$ cat src/rtl/core/sapq_pkg.sv
// ----------------------------------------------------------------------------
// sapq_pkg
// Types and codes shared by the sorted-array priority queue and its cells.
// ----------------------------------------------------------------------------
package sapq_pkg;

  localparam int unsigned KEY_W = 32;
  localparam int unsigned OCC_W = 5;

  typedef enum logic [1:0] {
    ST_OK    = 2'd0,
    ST_EMPTY = 2'd1,
    ST_FULL  = 2'd2
  } status_t;

  typedef enum logic {
    ACT_INSERT = 1'b0,
    ACT_DELETE = 1'b1
  } action_t;

  typedef logic signed [KEY_W-1:0] key_t;

  // broadcast to every cell in the row
  typedef struct packed {
    logic ins;
    logic del;
    key_t new_key;
  } cell_ctrl_t;

endpackage

$ cat src/rtl/core/sapq_cell.sv
// ----------------------------------------------------------------------------
// sapq_cell
// One slot of the sorted row: compares its key against the incoming key and
// takes its left or right neighbor's key or the new key, or keeps its own.
// ----------------------------------------------------------------------------
module sapq_cell
  import sapq_pkg::*;
(
  input  logic       clk,
  input  cell_ctrl_t ctrl,
  input  logic       occ,
  input  logic       tail,
  input  key_t       prev_key,
  input  logic       prev_gt,
  input  key_t       next_key,
  output key_t       key_o,
  output logic       gt_o
);

  key_t key_r;
  key_t key_nxt;
  logic gt;

  assign gt    = occ && (key_r > ctrl.new_key);
  assign gt_o  = gt;
  assign key_o = key_r;

  always_comb begin
    key_nxt = key_r;
    if (ctrl.ins) begin
      if (prev_gt) begin
        key_nxt = prev_key;
      end else if (gt || tail) begin
        key_nxt = ctrl.new_key;
      end
    end else if (ctrl.del) begin
      key_nxt = next_key;
    end
  end

  always_ff @(posedge clk) begin
    key_r <= key_nxt;
  end

endmodule

$ cat src/rtl/core/sorted_array_min_priority_queue.sv
// ----------------------------------------------------------------------------
// sorted_array_min_priority_queue
// Min-priority queue of up to DEPTH signed keys held in ascending order in a
// row of compare-and-shift cells.
// ----------------------------------------------------------------------------
// Each transaction is an insert or a delete-min and yields one result with a
// status, the removed key and the occupancy. Every cell compares its key with
// the incoming key in parallel and shifts at once, so one transaction is taken
// per cycle while the result side keeps up; the registered result appears in
// the cycle after acceptance, the next transaction is taken in the cycle that
// result is accepted, and the input stalls for as long as the result waits.
// Equal keys leave in the order they arrived. An insert into a full queue and
// a delete from an empty one leave the queue unchanged and report their status.
module sorted_array_min_priority_queue
  import sapq_pkg::*;
#(
  parameter int unsigned DEPTH = 16
) (
  input  logic        clk,
  input  logic        rst_n,
  input  logic        in_valid,
  output logic        in_ready,
  input  logic        in_action,
  input  key_t        in_key,
  output logic        out_valid,
  input  logic        out_ready,
  output logic [1:0]  out_status,
  output key_t        out_removed_key,
  output logic [OCC_W-1:0] out_occupancy
);

  localparam int unsigned CW = $clog2(DEPTH + 1);

  logic [CW-1:0]    count_r;
  logic [CW-1:0]    count_nxt;
  logic             out_valid_r;
  logic             out_valid_nxt;
  status_t          status_r;
  status_t          status_nxt;
  key_t             removed_r;
  key_t             removed_nxt;
  logic [OCC_W-1:0] occ_r;
  logic             accept;
  logic             full;
  logic             empty;
  cell_ctrl_t       ctrl;
  key_t             keys [DEPTH];
  logic             gts  [DEPTH];

  assign full     = (count_r == CW'(DEPTH));
  assign empty    = (count_r == '0);
  assign in_ready = !out_valid_r || out_ready;
  assign accept   = in_valid && in_ready;

  assign ctrl.ins     = accept && (in_action == ACT_INSERT) && !full;
  assign ctrl.del     = accept && (in_action == ACT_DELETE) && !empty;
  assign ctrl.new_key = in_key;

  genvar i;
  generate
    for (i = 0; i < DEPTH; i++) begin : g_cell
      key_t prev_key;
      logic prev_gt;
      key_t next_key;
      if (i == 0) begin : g_first
        assign prev_key = keys[0];
        assign prev_gt  = 1'b0;
      end else begin : g_mid
        assign prev_key = keys[i-1];
        assign prev_gt  = gts[i-1];
      end
      if (i == DEPTH - 1) begin : g_last
        assign next_key = keys[i];
      end else begin : g_inner
        assign next_key = keys[i+1];
      end
      sapq_cell u_cell (
        .clk      (clk),
        .ctrl     (ctrl),
        .occ      (CW'(i) < count_r),
        .tail     (CW'(i) == count_r),
        .prev_key (prev_key),
        .prev_gt  (prev_gt),
        .next_key (next_key),
        .key_o    (keys[i]),
        .gt_o     (gts[i])
      );
    end
  endgenerate

  always_comb begin
    count_nxt     = count_r;
    out_valid_nxt = out_valid_r && !out_ready;
    status_nxt    = status_r;
    removed_nxt   = removed_r;
    if (accept) begin
      out_valid_nxt = 1'b1;
      removed_nxt   = '0;
      status_nxt    = ST_OK;
      if (in_action == ACT_INSERT) begin
        if (full) begin
          status_nxt = ST_FULL;
        end else begin
          count_nxt = count_r + 1'b1;
        end
      end else begin
        if (empty) begin
          status_nxt = ST_EMPTY;
        end else begin
          count_nxt   = count_r - 1'b1;
          removed_nxt = keys[0];
        end
      end
    end
  end

  always_ff @(posedge clk) begin
    if (!rst_n) begin
      count_r     <= '0;
      out_valid_r <= 1'b0;
    end else begin
      count_r     <= count_nxt;
      out_valid_r <= out_valid_nxt;
    end
  end

  always_ff @(posedge clk) begin
    if (accept) begin
      status_r  <= status_nxt;
      removed_r <= removed_nxt;
      occ_r     <= OCC_W'(count_nxt);
    end
  end

  assign out_valid       = out_valid_r;
  assign out_status      = status_r;
  assign out_removed_key = removed_r;
  assign out_occupancy   = occ_r;

`ifndef SYNTHESIS
  a_count_bound: assert property (@(posedge clk) disable iff (!rst_n)
    count_r <= CW'(DEPTH))
    else $error("key count exceeds depth");

  a_empty_delete: assert property (@(posedge clk) disable iff (!rst_n)
    accept && (in_action == ACT_DELETE) && empty |=> (out_status == ST_EMPTY))
    else $error("delete on empty queue not reported");

  a_insert_count: assert property (@(posedge clk) disable iff (!rst_n)
    ctrl.ins |=> (count_r == $past(count_r) + 1'b1))
    else $error("insert did not advance count");

  a_head_order: assert property (@(posedge clk) disable iff (!rst_n)
    (count_r >= CW'(2)) |-> !(keys[0] > keys[1]))
    else $error("head keys out of order");
`endif

endmodule
$ cat config.mk
export PLATFORM = sky130hd
export DESIGN_NAME = sorted_array_min_priority_queue
export DESIGN_NICKNAME = d
export VERILOG_FILES = /design/src/rtl/core/sapq_pkg.sv /design/src/rtl/core/sapq_cell.sv /design/src/rtl/core/sorted_array_min_priority_queue.sv
export SDC_FILE = /design/constraint.sdc
export NUM_CORES = 2
export LEC_CHECK = 0
export BUFFER_PORTS_ARGS = -buffer_cell sky130_fd_sc_hd__buf_4
export CAP_MARGIN = 20
export CORE_MARGIN = 2
export CORE_UTILIZATION = 40
export DETAILED_ROUTE_END_ITERATION = 16
export SYNTH_ARGS = -nofsm -noshare
export SYNTH_HDL_FRONTEND = slang
export SYNTH_SLANG_ARGS = --single-unit
$ cat constraint.sdc
create_clock -name clk -period 6.4 [get_ports clk]
set_input_delay 0.32 -clock clk [delete_from_list [all_inputs] [get_ports clk]]
set_output_delay 0.32 -clock clk [all_outputs]
set_load 0.01 [all_outputs]
**Word-level counts from Yosys, hierarchy flattened**

Cells that the tools add are included.

- Register bits after elaboration: 557
- Input bits: 37
- Output and inout bits: 41
- Logic and storage cells: 219

- Add/sub/neg operators: 2
- $lt $le $gt $ge: 32
- Equal/unequal tests: 31
- Multiplexer cells: 69
- Bitwise logic cells: 1
- Reductions and logical operators: 63

Operator list:

| operator | count |
|---|---|
| two-way mux 32 bit | 61 |
| > comparator 32 bit | 16 |
| != test 3 x 1 -> 1 bit, second input constant | 14 |
| == test 4 x 5 -> 1 bit, first input constant | 8 |
| < comparator 4 x 5 -> 1 bit, first input constant | 8 |
| AND reduction 2 bit | 16 |
| logical AND 1 bit | 22 |
| == test 3 x 5 -> 1 bit, first input constant | 4 |
| < comparator 3 x 5 -> 1 bit, first input constant | 4 |
| two-way mux 5 bit | 4 |
| logical OR 1 bit | 17 |
| == test 2 x 5 -> 1 bit, first input constant | 2 |
| < comparator 1 x 5 -> 1 bit, first input constant | 2 |
| < comparator 2 x 5 -> 1 bit, first input constant | 2 |
| adder 5 x 1 -> 5 bit, second input constant | 1 |
| == test 1 x 5 -> 1 bit, first input constant | 1 |
| == test 5 bit, second input constant | 1 |
| zero test 5 bit | 1 |
| subtractor 5 x 1 -> 5 bit, second input constant | 1 |
| zero test 1 bit | 4 |
| two-way mux 2 bit | 2 |
| nonzero test 2 bit | 2 |
| two-way mux 1 bit | 2 |
| != test 2 x 1 -> 1 bit, second input constant | 1 |
| other kinds (2) | 2 |

**Logic depth before layout (Yosys ltp)**

- Word-level depth: 7
- Depth in mapped cells: 13

**Cells and area by module**

Synthesis repeated with hierarchy kept, for this count alone.

- Cells, all modules: 4371
- Area, all modules: 41442.2 um^2

By module, submodules not included:

| module | times used | cells an instance | area an instance (um^2) | seq. area each (um^2) |
|---|---|---|---|---|
| sapq_cell (g_cell[0].u_cell ...) | 15 | 261 | 2449.8 | 960.9 |
| sapq_cell (g_cell[15].u_cell) | 1 | 261 | 2467.4 | 960.9 |
| sorted_array_min_priority_queue | 1 | 195 | 2227.1 | 1291.2 |

**Worst setup path after synthesis**

Ideal clock, no wire load.

- Kind: input-to-reg
- Start point: in in_key[31]
- End point: reg g_cell[2].u_cell.key_r[0], enable pin
- Setup time: 0.440 ns
- Arrival: 4.633 ns
- Path slack: 1.327 ns
- Cell stages on the path: 12
- Buffers on the path: 3
- Cell sequence: clkbuf_1 -> inv_1 -> ha_1 -> nand4_1 -> or4_4 -> nor3_2 -> o31ai_1 -> o211ai_2 -> mux2_1 -> buf_6 -> buf_6 -> a41oi_1

- Word-level cells in the longest chain between the ends: 5
- Elaborated cells between the ends (all ways): 7
- Those cells by class: 2 x order compare; 1 x eq/ne; 4 x reduce/logical

RTL lines:

| element | RTL line | text |
|---|---|---|
| start: declaration | sorted_array_min_priority_queue.sv:24 | `input key_t in_key,` |
| > comparator 32 bit | sapq_cell.sv:24 | `assign gt = occ && (key_r > ctrl.new_key);` |
| logical AND 1 bit | sapq_cell.sv:24 |  |
| logical OR 1 bit | sapq_cell.sv:33 | `end else if (gt \|\| tail) begin` |
| != test 3 x 1 -> 1 bit (no source line) * | -- |  |
| AND reduction 2 bit (no source line) * | -- |  |
| end signal: assignment | sapq_cell.sv:42 | `key_r <= key_nxt;` |
| end: declaration | sapq_cell.sv:20 | `key_t key_r;` |

Mark *: on every way between the ends. The rest lies on a longest branch, timed or not.
A chain may end at the register's enable or synchronous reset.

**Final worst setup path**

- Start point: in in_key[11]
- End point: reg g_cell[7].u_cell.key_r[9], enable pin

- Word-level cells in the longest chain between the ends: 5
- Elaborated cells between the ends (all ways): 7
- Those cells by class: 2 x order compare; 1 x eq/ne; 4 x reduce/logical

RTL lines:

| element | RTL line |
|---|---|
| > comparator 32 bit | sapq_cell.sv:24 |
| logical AND 1 bit | sapq_cell.sv:24 |
| logical OR 1 bit | sapq_cell.sv:33 |
| != test 3 x 1 -> 1 bit (no source line) * | -- |
| AND reduction 2 bit (no source line) * | -- |
| end signal: assignment | sapq_cell.sv:42 |
| end: declaration | sapq_cell.sv:20 |

Marked as above.

==> qor.csv <==
stage,metric,value,unit
status,status,"finished, final reports clean",
floorplanning,DIE WIDTH,318,um
synthesis,syn nets,4310,
timing,min Tclk post-route,4.39,ns
synthesis,post-synthesis sequential area ratio,42.3,%
cells_and_area,"most common cell after layout, fill and taps aside",nand2_1,
timing,Rel. slew slack,27.2,%
timing,"Hold Vio Cnt, Final",0,
clock_network,clk_lat worst skew,0.63,ns
clock_network,CTS root buf,clkbuf_16,
routing,Avg WL per Cell,24.2,um
power_and_ir_drop,Pleak,19.9,nW
synthesis,simple-gate share of the synthesized area,11.1,%
run,MaxCap Viol Count,0,
cells_and_area,share of cells above drive strength 1,8.17,%
global_routing,GRT Residual Overflow,0,
worst_setup_path,worst flop-to-flop path endpoint,g_cell[0].u_cell.key_o[31]$_DFFE_PP_,
global_routing,global-route wire length before repair,186,mm
worst_setup_path,WS Path Type,primary input to register,
timing,Worst Tran Pin Value,1.09,ns
timing,clk_skew,0.0252,ns
floorplanning,Cell Rows,115,
worst_setup_path,register-to-register setup slack,2.09,ns
routing,First DRT Iteration DRCs,2684,
synthesis,largest family of logic cells by synthesized area,adder cells,
min_path,hold depth,3,
min_path,hold_sp,out_ready,
routing,post-route ant nets,0,
power_and_ir_drop,Peak VDD IR,0.160,mV
routing,Via Count,29814,
synthesis,synthesized instance count,3756,
routing,DR vias/cell,5.85,
synthesis,Seq cells post-synth,557,
worst_setup_path,CP max stage cell,nor4bb_1,
worst_setup_path,reg2reg path depth,7,
clock_network,Bufs on Longest Clock Path,3,
timing,"Slew Viols, Final",0,
timing,f_max,228,MHz
worst_setup_path,Worst path most repeated cell,buf_4,
synthesis,Syn Area/Cell,10.5,sq um
worst_setup_path,crit-path cells,buf_4 > inv_1 > buf_4 > ha_1 > and4_1 > nor4bb_1 > a221oi_1 > o211ai_1 > mux2_2 > and2_1 > a31oi_4 > buf_4,
worst_setup_path,crit path DAT,4.71,ns
cells_and_area,synth-to-layout area growth,9.98,%
power_and_ir_drop,P per Cell Area,276,mW/mm^2
synthesis,Most used DFF post-synth,edfxtp_1,
routing,Post-route DRC,0,
global_routing,pin count of the biggest net entering global routing,240,
synthesis,post-synthesis mux area share,13.0,%
timing,setup TNS,0,ns
worst_setup_path,WP data required,6.71,ns
floorplanning,io pins,78,
global_routing,GRT Util Overall,24.0,%
floorplanning,Core ar.,0.0980,sq mm
place,routability cong.,0.902,
floorplanning,die area,0.101,sq mm
clock_network,CTS tree,done,
global_routing,vias in the first global route,29044,
routing,drt pass-1 iters,6,
synthesis,asr flop ratio synth,0,%
synthesis,Netlist cell types,77,
worst_setup_path,Crit path largest cell delay,0.71,ns
synthesis,Adder-Cell Fraction of Synth Area,16.4,%
min_path,min-delay worst type,primary input to register,
routing,DRT Wirelength,124,mm
worst_setup_path,r2r startpoint,count_r[2]$_SDFF_PN0_,
clock_network,TritonCTS Buffers,67,
synthesis,Post-Syn Area,0.0394,sq mm
clock_network,htree depth,3,
cells_and_area,Final Cell Area,0.0433,sq mm
synthesis,Yosys warning total,0,
floorplanning,initial core utilization,40.2,%
cells_and_area,most frequent cells in the layout,"nand2_1 (558), edfxtp_1 (551), ha_1 (517)",
synthesis,"EDFF count, synth",551,
place,buffers added on ports,77,
clock_network,# clock sinks,557,
synthesis,Synth Area in XOR/XNOR,0.0445,%
min_path,Worst Hold End,out_valid$_SDFF_PN0_,
timing,WHS,0.0415,ns
place,hpwl dp,90.9,mm
worst_setup_path,nature of the critical path startpoint,primary input,
synthesis,compound-gate portion of the synthesized area,13.5,%
timing,RSZ-0062 raised after global routing,no,
timing,Tcrit/Tclk final,68.6,%
place,Post-DP Area,0.0412,sq mm
timing,Setup Viol. Count Final,0,
cells_and_area,fin nets,4315,
clock_network,clock slew at reported path FFs,0.06,ns
floorplanning,Die H,318,um
global_routing,initial antenna violation count,4,
worst_setup_path,CP max FO,18,
worst_setup_path,Crit. End Element,register,
## through the flow
| stage | cells | utilization [%] | setup slack [ns] | total power [mW] |
|---|---|---|---|---|
| 6_report | 5096 | 44.2 | 2.01 | 11.9 |
| 5_1_grt | 5095 | 44.2 | 1.83 | 12.5 |
| 4_1_cts | 5093 | 44.2 | 2.03 | 12.0 |
| 3_5_place_dp | 4978 | 42.1 | 1.37 | 8.21 |
| 3_3_place_gp | 4977 | 42.0 | 1.36 | 8.15 |
| 2_1_floorplan | 3756 | - | 1.33 | 7.13 |
## flip-flops by register name (all words and copies together) (netlist names)
name and count:
count_r 5, g_cell.u_cell.key_o 512, out_occupancy 5, out_removed_key 32
out_status 2, out_valid 1
## synth_stat cells (all sizes together), types with 10 or more instances
cell type  number  area, sq um
o21ai         473         2370
nand4          99          619
a221oi         15          131
mux2i         453         4610
o211ai         25          193
and3           36          225
clkbuf        112          420
a31oi          13         81.3
a21oi         289         1460
nor4           19          131
a211oi         10         85.1
nor3           17         90.1
inv            81          304
and4           15          131
and2           14         87.6
edfxtp        551        16500
nor2b          22          138
a21o           50          375
ha            517         6470
nand2         560         2100
buf            98          716
nand3          54          270
nor2           97          364
mux2           35          503
## power by group
group	internal [mW]	total [mW]	switching (mW)
combinational	1.14	3.09	1.95
sequential	4.66	5.09	0.423
clock	2.16	3.77	1.61
## critical path, delay by kind of cell
kind,cells,cell delay (ns)
adder cells (fa/ha/maj),1,0.31
multiplexers,1,0.38
buffers and inverters,4,1.31
AND/OR/NAND/NOR,3,1.18
AO/OA/AOI/OAI,3,1.15
## cell type report
class	count	area, sq um
multi-input cells	2908	21500
repair buffers	146	1120
clock buffers	78	1800
flip-flops and latches	557	16700
well taps	1287	1610
diodes	3	7.51
inverters	81	304
clock inverters	36	268
fillers	9165	54700
## routing by layer
metal  vias to the layer above  global-route usage (%)  share of wire (%)
met5                         -                       0             0.0081
met1                     14520                    33.0                 45
met3                       167                    3.13                5.5
li1                      14208                       -                  -
met4                         2                    7.62                2.9
met2                       917                    39.1                 46
## logic make-up after synthesis
| family | count (synthesis) |
|---|---|
| simple gates | 959 |
| compound gates | 942 |
| flops | 557 |
| fa+ha+maj | 517 |
| mux | 488 |
| buf+inv | 291 |
| xor+xnor | 2 |
## worst max path at each step
stage / endpoint / depth (start not counted) / slack (ns) / from
3_5_place_dp: g_cell[7].u_cell.key_o[10]$_DFFE_PP_ / 12 / 1.37 / in_key[11]
6_report: g_cell[7].u_cell.key_o[9]$_DFFE_PP_ / 12 / 2.01 / in_key[11]
4_1_cts: g_cell[7].u_cell.key_o[15]$_DFFE_PP_ / 12 / 2.03 / in_key[11]
5_1_grt: g_cell[0].u_cell.key_o[30]$_DFFE_PP_ / 7 / 1.83 / count_r[2]$_SDFF_PN0_
2_1_floorplan: g_cell[2].u_cell.key_o[0]$_DFFE_PP_ / 12 / 1.33 / in_key[31]
3_3_place_gp: g_cell[7].u_cell.key_o[10]$_DFFE_PP_ / 12 / 1.36 / in_key[11]
## repair_timing
action | CTS | global route
gates resized for setup | 0 | 0
hold endpoints to repair | 1 | 0
buffers inserted | 0 | 0
hold buffers | 1 | 0
Power figures use the tool's default switching activity.
